`config.mk`:
```
export PLATFORM = sky130hd
export DESIGN_NAME = texture_mip_face_offset_calculator
export DESIGN_NICKNAME = d
export VERILOG_FILES = /design/src/sv/tmfo_pkg.sv /design/src/sv/texture_mip_face_offset_calculator.sv /design/src/sv/tmfo_cfg.sv /design/src/sv/tmfo_ctrl.sv /design/src/sv/tmfo_dp.sv
export SDC_FILE = /design/constraint.sdc
export NUM_CORES = 2
export LEC_CHECK = 0
export BUFFER_PORTS_ARGS = -buffer_cell sky130_fd_sc_hd__clkbuf_2
export CAP_MARGIN = 30
export CORE_ASPECT_RATIO = 1.1
export CORE_MARGIN = 2
export CORE_UTILIZATION = 50
export DETAILED_ROUTE_END_ITERATION = 8
export GPL_ROUTABILITY_DRIVEN = 0
export PLACE_DENSITY = 0.7
export SYNTH_ARGS = -nofsm -noshare
export SYNTH_HDL_FRONTEND = slang
export SYNTH_SLANG_ARGS = --single-unit
```
`constraint.sdc`:
```
create_clock -name clk -period 13.9 [get_ports clk]
set_input_delay 2.085 -clock clk [delete_from_list [all_inputs] [get_ports clk]]
set_output_delay 2.085 -clock clk [all_outputs]
set_load 0.01 [all_outputs]
```
`src/sv/tmfo_pkg.sv`:
```
package tmfo_pkg;

    // Fixed layout constants
    localparam int unsigned FACE_COUNT = 6;
    localparam int unsigned CUBE_BIT   = 6;

    // Format classes
    localparam logic [1:0] FMT_RGBA32 = 2'd0;
    localparam logic [1:0] FMT_BLK8   = 2'd1;

    // Result status codes
    localparam logic [1:0] STAT_OK        = 2'd0;
    localparam logic [1:0] STAT_NOT_FOUND = 2'd1;
    localparam logic [1:0] STAT_RANGE     = 2'd2;

    // Configuration register indexes
    typedef enum logic [2:0] {
        REG_BASE_WIDTH   = 3'd0,
        REG_BASE_HEIGHT  = 3'd1,
        REG_BASE_DEPTH   = 3'd2,
        REG_FORMAT_CLASS = 3'd3,
        REG_LEVEL_COUNT  = 3'd4,
        REG_FACE_FLAGS   = 3'd5,
        REG_HEADER_BYTES = 3'd6,
        REG_SOURCE_BYTES = 3'd7
    } reg_idx_t;

    typedef struct packed {
        logic [15:0] base_width;
        logic [15:0] base_height;
        logic [15:0] base_depth;
        logic [1:0]  format_class;
        logic [4:0]  level_count;
        logic [6:0]  face_flags;
        logic [7:0]  header_bytes;
        logic [31:0] source_bytes;
    } cfg_t;

    // Operand selection of the shared multiplier
    typedef enum logic [1:0] {
        MUL_LEVEL = 2'd0,
        MUL_DEPTH = 2'd1,
        MUL_FACE  = 2'd2
    } mul_sel_t;

    typedef enum logic [3:0] {
        S_IDLE,
        S_CHECK,
        S_MUL1,
        S_MUL2,
        S_ACC,
        S_FACE,
        S_SUM,
        S_LOAD,
        S_LOAD_NF
    } state_t;

    typedef struct packed {
        logic     accept;
        logic     lvl_clr;
        logic     mul_en;
        mul_sel_t mul_sel;
        logic     acc_en;
        logic     sum_en;
        logic     load_en;
        logic     load_nf;
    } cmd_t;

    typedef struct packed {
        logic found;
        logic last_level;
        logic out_free;
    } dp_status_t;

endpackage

```
`src/sv/texture_mip_face_offset_calculator.sv`:
```
// Texture layout calculator: finds where one face and mip level of a stored
// texture sits in its source.
// Configure the texture through the cfg channel (cfg_index selects the
// register, cfg_data carries the value) while no request is in flight;
// cfg_ready is always high.
// A request word on the s_axis channel names a face and a mip level. One
// result word per request leaves on the m_axis channel: byte offset, plane
// size and row pitch in tdata, the status code in tuser.
// A request that is not found goes from the check state straight to the load.
// A found request walks every stored level through the one shared 32x16
// multiplier (level product, depth product, accumulate), then forms the face
// product, the offset sum and the range check.
// Requests are handled one at a time.
// The result sits in an output register, so the next request is accepted
// while a stalled result waits; that request's result waits in turn until
// the output register is free.
// Reset clears the configuration to its defaults (depth 1, one level, rest
// zero) and drops any pending result.
module texture_mip_face_offset_calculator
#(
    parameter int MAX_LEVELS = 16
)
(
    input  logic        clk,
    input  logic        rst_n,
    input  logic        s_axis_tvalid,
    output logic        s_axis_tready,
    input  logic [7:0]  s_axis_tdata,   // [2:0] face_index, [7:3] level_index
    output logic        m_axis_tvalid,
    input  logic        m_axis_tready,
    output logic [87:0] m_axis_tdata,   // [31:0] byte_offset, [63:32] plane_bytes,
                                        // [81:64] row_pitch, [87:82] zero
    output logic [1:0]  m_axis_tuser,   // [1:0] status
    input  logic        cfg_valid,
    output logic        cfg_ready,
    input  logic [2:0]  cfg_index,
    input  logic [31:0] cfg_data
);

    tmfo_pkg::cfg_t       cfg;
    tmfo_pkg::cmd_t       cmd;
    tmfo_pkg::dp_status_t dp_status;

    logic [31:0] byte_offset;
    logic [31:0] plane_bytes;
    logic [17:0] row_pitch;

    assign cfg_ready = 1'b1;

    tmfo_cfg u_cfg
    (
        .clk      (clk),
        .rst_n    (rst_n),
        .wr_en    (cfg_valid),
        .wr_index (cfg_index),
        .wr_data  (cfg_data),
        .cfg      (cfg)
    );

    tmfo_ctrl u_ctrl
    (
        .clk       (clk),
        .rst_n     (rst_n),
        .in_valid  (s_axis_tvalid),
        .in_ready  (s_axis_tready),
        .dp_status (dp_status),
        .cmd       (cmd)
    );

    tmfo_dp
    #(
        .MAX_LEVELS (MAX_LEVELS)
    )
    u_dp
    (
        .clk         (clk),
        .rst_n       (rst_n),
        .cfg         (cfg),
        .cmd         (cmd),
        .dp_status   (dp_status),
        .face_index  (s_axis_tdata[2:0]),
        .level_index (s_axis_tdata[7:3]),
        .out_ready   (m_axis_tready),
        .out_valid   (m_axis_tvalid),
        .byte_offset (byte_offset),
        .plane_bytes (plane_bytes),
        .row_pitch   (row_pitch),
        .status      (m_axis_tuser)
    );

    assign m_axis_tdata = {6'd0, row_pitch, plane_bytes, byte_offset};

endmodule

```
`src/sv/tmfo_cfg.sv`:
```
module tmfo_cfg
(
    input  logic                 clk,
    input  logic                 rst_n,
    input  logic                 wr_en,
    input  logic [2:0]           wr_index,
    input  logic [31:0]          wr_data,
    output tmfo_pkg::cfg_t       cfg
);

    tmfo_pkg::cfg_t cfg_reg;
    tmfo_pkg::cfg_t cfg_next;

    always_comb
    begin
        cfg_next = cfg_reg;
        if (wr_en)
        begin
            case (tmfo_pkg::reg_idx_t'(wr_index))
                tmfo_pkg::REG_BASE_WIDTH:   cfg_next.base_width   = wr_data[15:0];
                tmfo_pkg::REG_BASE_HEIGHT:  cfg_next.base_height  = wr_data[15:0];
                tmfo_pkg::REG_BASE_DEPTH:   cfg_next.base_depth   = wr_data[15:0];
                tmfo_pkg::REG_FORMAT_CLASS: cfg_next.format_class = wr_data[1:0];
                tmfo_pkg::REG_LEVEL_COUNT:  cfg_next.level_count  = wr_data[4:0];
                tmfo_pkg::REG_FACE_FLAGS:   cfg_next.face_flags   = wr_data[6:0];
                tmfo_pkg::REG_HEADER_BYTES: cfg_next.header_bytes = wr_data[7:0];
                tmfo_pkg::REG_SOURCE_BYTES: cfg_next.source_bytes = wr_data;
                default:                    cfg_next = cfg_reg;
            endcase
        end
    end

    always_ff @(posedge clk or negedge rst_n)
    begin
        if (!rst_n)
        begin
            cfg_reg              <= '0;
            cfg_reg.base_depth   <= 16'd1;
            cfg_reg.level_count  <= 5'd1;
        end
        else
        begin
            cfg_reg <= cfg_next;
        end
    end

    assign cfg = cfg_reg;

endmodule

```
`src/sv/tmfo_ctrl.sv`:
```
module tmfo_ctrl
(
    input  logic                   clk,
    input  logic                   rst_n,
    input  logic                   in_valid,
    output logic                   in_ready,
    input  tmfo_pkg::dp_status_t   dp_status,
    output tmfo_pkg::cmd_t         cmd
);

    tmfo_pkg::state_t state_reg;
    tmfo_pkg::state_t state_next;

    always_ff @(posedge clk or negedge rst_n)
    begin
        if (!rst_n)
        begin
            state_reg <= tmfo_pkg::S_IDLE;
        end
        else
        begin
            state_reg <= state_next;
        end
    end

    always_comb
    begin
        state_next = state_reg;
        case (state_reg)
            tmfo_pkg::S_IDLE:
            begin
                if (in_valid)
                begin
                    state_next = tmfo_pkg::S_CHECK;
                end
            end
            tmfo_pkg::S_CHECK:
            begin
                state_next = dp_status.found ? tmfo_pkg::S_MUL1 : tmfo_pkg::S_LOAD_NF;
            end
            tmfo_pkg::S_MUL1: state_next = tmfo_pkg::S_MUL2;
            tmfo_pkg::S_MUL2: state_next = tmfo_pkg::S_ACC;
            tmfo_pkg::S_ACC:
            begin
                state_next = dp_status.last_level ? tmfo_pkg::S_FACE : tmfo_pkg::S_MUL1;
            end
            tmfo_pkg::S_FACE: state_next = tmfo_pkg::S_SUM;
            tmfo_pkg::S_SUM:  state_next = tmfo_pkg::S_LOAD;
            tmfo_pkg::S_LOAD, tmfo_pkg::S_LOAD_NF:
            begin
                if (dp_status.out_free)
                begin
                    state_next = tmfo_pkg::S_IDLE;
                end
            end
            default: state_next = tmfo_pkg::S_IDLE;
        endcase
    end

    always_comb
    begin
        cmd         = '0;
        cmd.mul_sel = tmfo_pkg::MUL_LEVEL;
        in_ready    = 1'b0;
        case (state_reg)
            tmfo_pkg::S_IDLE:
            begin
                in_ready   = 1'b1;
                cmd.accept = in_valid;
            end
            tmfo_pkg::S_CHECK: cmd.lvl_clr = 1'b1;
            tmfo_pkg::S_MUL1:
            begin
                cmd.mul_en  = 1'b1;
                cmd.mul_sel = tmfo_pkg::MUL_LEVEL;
            end
            tmfo_pkg::S_MUL2:
            begin
                cmd.mul_en  = 1'b1;
                cmd.mul_sel = tmfo_pkg::MUL_DEPTH;
            end
            tmfo_pkg::S_ACC: cmd.acc_en = 1'b1;
            tmfo_pkg::S_FACE:
            begin
                cmd.mul_en  = 1'b1;
                cmd.mul_sel = tmfo_pkg::MUL_FACE;
            end
            tmfo_pkg::S_SUM: cmd.sum_en = 1'b1;
            tmfo_pkg::S_LOAD: cmd.load_en = dp_status.out_free;
            tmfo_pkg::S_LOAD_NF:
            begin
                cmd.load_en = dp_status.out_free;
                cmd.load_nf = 1'b1;
            end
            default: cmd = '0;
        endcase
    end

endmodule

```
`src/sv/tmfo_dp.sv`:
```
module tmfo_dp
#(
    parameter int MAX_LEVELS = 16
)
(
    input  logic                   clk,
    input  logic                   rst_n,
    input  tmfo_pkg::cfg_t         cfg,
    input  tmfo_pkg::cmd_t         cmd,
    output tmfo_pkg::dp_status_t   dp_status,
    input  logic [2:0]             face_index,
    input  logic [4:0]             level_index,
    input  logic                   out_ready,
    output logic                   out_valid,
    output logic [31:0]            byte_offset,
    output logic [31:0]            plane_bytes,
    output logic [17:0]            row_pitch,
    output logic [1:0]             status
);

    localparam int LVL_W = (MAX_LEVELS > 1) ? $clog2(MAX_LEVELS) : 1;
    localparam logic [4:0] MAX_CNT = 5'(MAX_LEVELS);

    logic [2:0]       face_reg;
    logic [4:0]       req_level_reg;
    logic [LVL_W-1:0] level_reg;
    logic [31:0]      prod_reg;
    logic [31:0]      chain_reg;
    logic [31:0]      below_reg;
    logic [31:0]      plane_reg;
    logic [17:0]      pitch_reg;
    logic [31:0]      offset_reg;

    logic             out_valid_reg;
    logic [31:0]      out_offset_reg;
    logic [31:0]      out_plane_reg;
    logic [17:0]      out_pitch_reg;
    logic [1:0]       out_status_reg;

    logic [4:0]       cnt_eff;
    logic [4:0]       level_ext;
    logic             is_cube;
    logic             face_ok;
    logic [2:0]       faces_before;
    logic [15:0]      w_sh;
    logic [15:0]      h_sh;
    logic [15:0]      d_sh;
    logic [15:0]      w_lv;
    logic [15:0]      h_lv;
    logic [15:0]      d_lv;
    logic [16:0]      bw_sum;
    logic [16:0]      bh_sum;
    logic [18:0]      pitch_full;
    logic [15:0]      vdim;
    logic [31:0]      mul_a;
    logic [15:0]      mul_b;
    logic [47:0]      mul_full;
    logic [32:0]      plane_end;
    logic             out_free;

    // Request checks
    assign cnt_eff   = (cfg.level_count > MAX_CNT) ? MAX_CNT : cfg.level_count;
    assign level_ext = 5'(level_reg);
    assign is_cube   = cfg.face_flags[tmfo_pkg::CUBE_BIT];

    always_comb
    begin
        if (is_cube)
        begin
            face_ok = (face_reg < 3'(tmfo_pkg::FACE_COUNT)) && cfg.face_flags[face_reg];
        end
        else
        begin
            face_ok = (face_reg == 3'd0);
        end
    end

    // Number of present faces stored ahead of the requested one.
    always_comb
    begin
        faces_before = 3'd0;
        for (int k = 0; k < tmfo_pkg::FACE_COUNT; k++)
        begin
            if ((3'(k) < face_reg) && cfg.face_flags[k])
            begin
                faces_before = faces_before + 3'd1;
            end
        end
        if (!is_cube)
        begin
            faces_before = 3'd0;
        end
    end

    // Dimensions of the level under the counter
    assign w_sh   = cfg.base_width  >> level_reg;
    assign h_sh   = cfg.base_height >> level_reg;
    assign d_sh   = cfg.base_depth  >> level_reg;
    assign w_lv   = (w_sh == 16'd0) ? 16'd1 : w_sh;
    assign h_lv   = (h_sh == 16'd0) ? 16'd1 : h_sh;
    assign d_lv   = (d_sh == 16'd0) ? 16'd1 : d_sh;
    assign bw_sum = {1'b0, w_lv} + 17'd3;
    assign bh_sum = {1'b0, h_lv} + 17'd3;

    always_comb
    begin
        if (cfg.format_class == tmfo_pkg::FMT_RGBA32)
        begin
            pitch_full = {1'b0, w_lv, 2'b00};
            vdim       = h_lv;
        end
        else if (cfg.format_class == tmfo_pkg::FMT_BLK8)
        begin
            pitch_full = {1'b0, bw_sum[16:2], 3'b000};
            vdim       = {1'b0, bh_sum[16:2]};
        end
        else
        begin
            pitch_full = {bw_sum[16:2], 4'b0000};
            vdim       = {1'b0, bh_sum[16:2]};
        end
    end

    // Shared multiplier; only the low 32 bits of a product are kept.
    always_comb
    begin
        case (cmd.mul_sel)
            tmfo_pkg::MUL_LEVEL:
            begin
                mul_a = {13'd0, pitch_full};
                mul_b = vdim;
            end
            tmfo_pkg::MUL_DEPTH:
            begin
                mul_a = prod_reg;
                mul_b = (cfg.format_class == tmfo_pkg::FMT_RGBA32) ? d_lv : 16'd1;
            end
            tmfo_pkg::MUL_FACE:
            begin
                mul_a = chain_reg;
                mul_b = {13'd0, faces_before};
            end
            default:
            begin
                mul_a = 32'd0;
                mul_b = 16'd0;
            end
        endcase
    end

    assign mul_full = {16'd0, mul_a} * {32'd0, mul_b};

    always_ff @(posedge clk)
    begin
        if (cmd.accept)
        begin
            face_reg      <= face_index;
            req_level_reg <= level_index;
        end
        if (cmd.mul_en)
        begin
            prod_reg <= mul_full[31:0];
        end
        if (cmd.lvl_clr)
        begin
            chain_reg <= 32'd0;
            below_reg <= 32'd0;
        end
        else if (cmd.acc_en)
        begin
            chain_reg <= chain_reg + prod_reg;
            if (level_ext < req_level_reg)
            begin
                below_reg <= below_reg + prod_reg;
            end
        end
        if (cmd.acc_en && (level_ext == req_level_reg))
        begin
            plane_reg <= prod_reg;
            pitch_reg <= pitch_full[17:0];
        end
        if (cmd.sum_en)
        begin
            offset_reg <= {24'd0, cfg.header_bytes} + prod_reg + below_reg;
        end
    end

    always_ff @(posedge clk or negedge rst_n)
    begin
        if (!rst_n)
        begin
            level_reg <= '0;
        end
        else if (cmd.lvl_clr)
        begin
            level_reg <= '0;
        end
        else if (cmd.acc_en)
        begin
            level_reg <= level_reg + LVL_W'(1);
        end
    end

    // Output register
    assign out_free  = !out_valid_reg || out_ready;
    assign plane_end = {1'b0, offset_reg} + {1'b0, plane_reg};

    always_ff @(posedge clk or negedge rst_n)
    begin
        if (!rst_n)
        begin
            out_valid_reg <= 1'b0;
        end
        else if (cmd.load_en)
        begin
            out_valid_reg <= 1'b1;
        end
        else if (out_ready)
        begin
            out_valid_reg <= 1'b0;
        end
    end

    always_ff @(posedge clk)
    begin
        if (cmd.load_en)
        begin
            if (cmd.load_nf)
            begin
                out_offset_reg <= 32'd0;
                out_plane_reg  <= 32'd0;
                out_pitch_reg  <= 18'd0;
                out_status_reg <= tmfo_pkg::STAT_NOT_FOUND;
            end
            else
            begin
                out_offset_reg <= offset_reg;
                out_plane_reg  <= plane_reg;
                out_pitch_reg  <= pitch_reg;
                out_status_reg <= (plane_end > {1'b0, cfg.source_bytes}) ?
                                  tmfo_pkg::STAT_RANGE : tmfo_pkg::STAT_OK;
            end
        end
    end

    assign dp_status.found      = (req_level_reg < cnt_eff) && face_ok;
    assign dp_status.last_level = (level_ext == (cnt_eff - 5'd1));
    assign dp_status.out_free   = out_free;

    assign out_valid   = out_valid_reg;
    assign byte_offset = out_offset_reg;
    assign plane_bytes = out_plane_reg;
    assign row_pitch   = out_pitch_reg;
    assign status      = out_status_reg;

`ifndef ASSERT_OFF
    a_load_free: assert property (@(posedge clk) disable iff (!rst_n)
        cmd.load_en |-> out_free)
        else $error("result loaded over an unaccepted word");

    a_nf_zero: assert property (@(posedge clk) disable iff (!rst_n)
        (out_valid_reg && (out_status_reg == tmfo_pkg::STAT_NOT_FOUND)) |->
        ((out_offset_reg == 32'd0) && (out_plane_reg == 32'd0) && (out_pitch_reg == 18'd0)))
        else $error("not-found result carries nonzero fields");

    a_acc_excl: assert property (@(posedge clk) disable iff (!rst_n)
        cmd.acc_en |-> (!cmd.mul_en && !cmd.load_en))
        else $error("accumulate overlaps a multiply or a load");

    a_level_range: assert property (@(posedge clk) disable iff (!rst_n)
        cmd.acc_en |-> (level_ext < cnt_eff))
        else $error("level counter ran past the level count");
`endif

endmodule

```
==> impl_metrics.tcl <==
set metrics [dict create \
    reg2reg_slack_ns 3.49 \
    via_per_inst 5.86 \
    slowest_stage "o21ai_1" \
    portBuffers 131 \
    cts_resized 0 \
    rr_startpoint "u_dp.level_reg[0]" \
    drt-total-wl_mm 99.9 \
    hp-class "reg -> reg" \
    yosysUniqueCellTypes 113 \
    grt_max_degree 84 \
    fillCellCount 6413 \
    crit_path_max_fanout 63 \
    r2r_end "u_dp.prod_reg[27]" \
    layout.nets 4439 \
    die_area_um2 74500 \
    core-area_um2 71700 \
    seq_area_um2 10100 \
    required_ns 14.25 \
    wire_per_inst_um 20.8 \
    rows 103 \
    path_class "reg -> reg" \
    drive_gt1_frac 0.121 \
    syn_to_final_growth_pct 8.13 \
    synth_flop_cell "edfxtp_1" \
    avgSynthCellArea_um2 9.65 \
    drc 0 \
    crit_top_cell "fa_1" \
    cts_tree "yes" \
    post-route-min-period_ns 10.41 \
    hold_depth 2 \
    synth-edff-count 202 \
    vias 28100 \
    clk_latency_ns 0.55 \
    io_pins 141 \
    status "completed" \
    grt_overflow_total 0 \
    num_antenna_cells 0 \
    drtIter0Drc 2610 \
    first_pass_iters 6 \
    setup_tns_ns 0 \
    postLayoutCoreUtil 0.546 \
    slew_viol_final 0 \
    ff2ff_path_depth 33 \
    synth.top_cells.by_area "fa_1 19%, edfxtp_1 17%, ha_1 8.2%" \
    slew_headroom 0.313 \
    synth_warnings 0 \
    die-width_um 260 \
    hold_viol 0 \
    antenna_found_initial 0 \
    synth_top_area_share 0.187 \
    cp-start-kind "flop" \
    async_flop_share 0.294 \
    syn_area_um2 36200 \
    cts.clk_slew.worst_paths_ns 0.06 \
    dpl.hpwl_mm 77.4 \
    largest_register_ffs 102 \
    grt_pass1_wl_mm 156 \
    multiInputGateArea_um2 23700 \
    cts.sinks 377 \
    min_period_over_period 0.749 \
    layout_commonest_cell "nand2_1" \
    cp-end-kind "flop" \
    start_util 0.505 \
    tightest_slew_ns 1.03 \
    yosys.area.top_type "fa_1" \
    track_usage 0.269 \
    arrival_ns 10.75 \
    maxCapViolCount 0 \
    die_h_um 286 \
    synth-seq-cells 377 \
    min_to "u_dp.below_reg[8]" \
    setup_viol 0 \
    cts_root_buffer "clkbuf_16" \
    cts_made_buffers 40 \
    cts.path.max_buffers 3 \
    hold_start "u_dp.below_reg[8]" \
    ys_seq_area_frac 0.280 \
    cts_setup_buffers 0 \
    mostFrequentLayoutCells "487 x nand2_1, 446 x inv_1, 338 x fa_1, 256 x nor2_1, 236 x ha_1" \
    timing.fmax_mhz 96.1 \
    critPathMaxStageDelay_ns 0.74 \
    drtAntennaViolNets 0 \
    cts_hold_buf 0 \
    synthCells 3746 \
    grt_setup_unrepaired "no" \
    grt_pass1_vias 27800 \
    h-tree-depth 2 \
    skew_ns 0.0187 \
]
[kinds of logic after synthesis]
| family | Yosys count | share of synthesized area |
|---|---|---|
| simple gates | 1122 | 0.143 |
| compound gates | 684 | 0.126 |
| buf+inv | 609 | 0.0678 |
| fa+ha+maj | 574 | 0.269 |
| flops | 377 | 0.280 |
| xor+xnor | 190 | 0.0468 |
| mux | 188 | 0.0672 |
| other cells | 2 | 0.000208 |
[routing by layer]
layer / GRT usage / vias up / wire length, um
li1: - / 12800 / -
met1: 0.365 / 13900 / 41500
met2: 0.428 / 1149 / 46000
met3: 0.0354 / 234 / 7280
met4: 0.125 / 0 / 5110
met5: 0 / - / 0
[cell usage after synthesis (all sizes together), types with 7 or more instances]
cell type    n
o21a        24
a22o        23
or3         12
inv        449
edfxtp     202
a211o        7
a22oi       35
dfrtp      109
a211oi      30
o22ai       25
nor2b      109
a221oi       9
and2        36
nor3b        7
o211ai      10
a21o        68
fa         338
a31oi       28
nand4       24
ha         236
buf         48
mux2i       33
nor2       260
nand2      490
a21oi      221
xor2        51
clkbuf     111
or2         11
dfxtp       64
nand2b      38
nor3        48
nand3       33
o21ai       97
mux2       124
a21boi       7
mux4        31
nor4        11
and3        17
xnor2      138
o21bai      19
o31ai        9
[critical path, delay by kind of cell, from the launching register on]
family | cells | cell delay (ns)
buffers and inverters | 6 | 1.32
AOI/OAI and AO/OA | 14 | 3.45
DFF | 1 | 0.34
and+or+nand+nor | 5 | 1.16
muxes | 1 | 0.51
adders and majority gates | 7 | 3.41
[worst max-delay path by stage]
| stage | to | startpoint | slack [ns] | cells after the start |
|---|---|---|---|---|
| floorplan | u_dp.prod_reg[27] | u_dp.face_reg[2] | 5.13 | 37 |
| global placement | u_dp.prod_reg[27] | u_dp.level_reg[1] | 3.85 | 32 |
| detailed placement | u_dp.prod_reg[27] | u_dp.level_reg[0] | 3.61 | 33 |
| CTS | u_dp.prod_reg[27] | u_dp.level_reg[0] | 3.62 | 33 |
| global route | u_dp.prod_reg[27] | u_dp.level_reg[0] | 2.97 | 33 |
| finish | u_dp.prod_reg[27] | u_dp.level_reg[0] | 3.49 | 33 |
[final cells by class]
| class | count | share of cell area |
|---|---|---|
| multi-input combinational | 2767 | 0.605 |
| sequential | 377 | 0.259 |
| inverter | 450 | 0.0432 |
| tap | 945 | 0.0302 |
| clock buffer | 55 | 0.0300 |
| timing repair buffer | 181 | 0.0282 |
| clock inverter | 19 | 0.00390 |
[through the flow]
stage	hold slack (ns)	instances	area (um^2)	setup slack, ns
6_report	0.463	4794	39100	3.49
3_5_place_dp	0.457	4719	37700	3.61
3_3_place_gp	0.450	4715	37700	3.85
2_1_floorplan	0.424	3753	36200	5.13
4_1_cts	0.468	4793	39100	3.62
5_1_grt	0.475	4794	39100	2.97
Power is left out: the tool's default activity adds up to more than one toggle a clock period on the data nets, which glitch-free logic cannot reach.
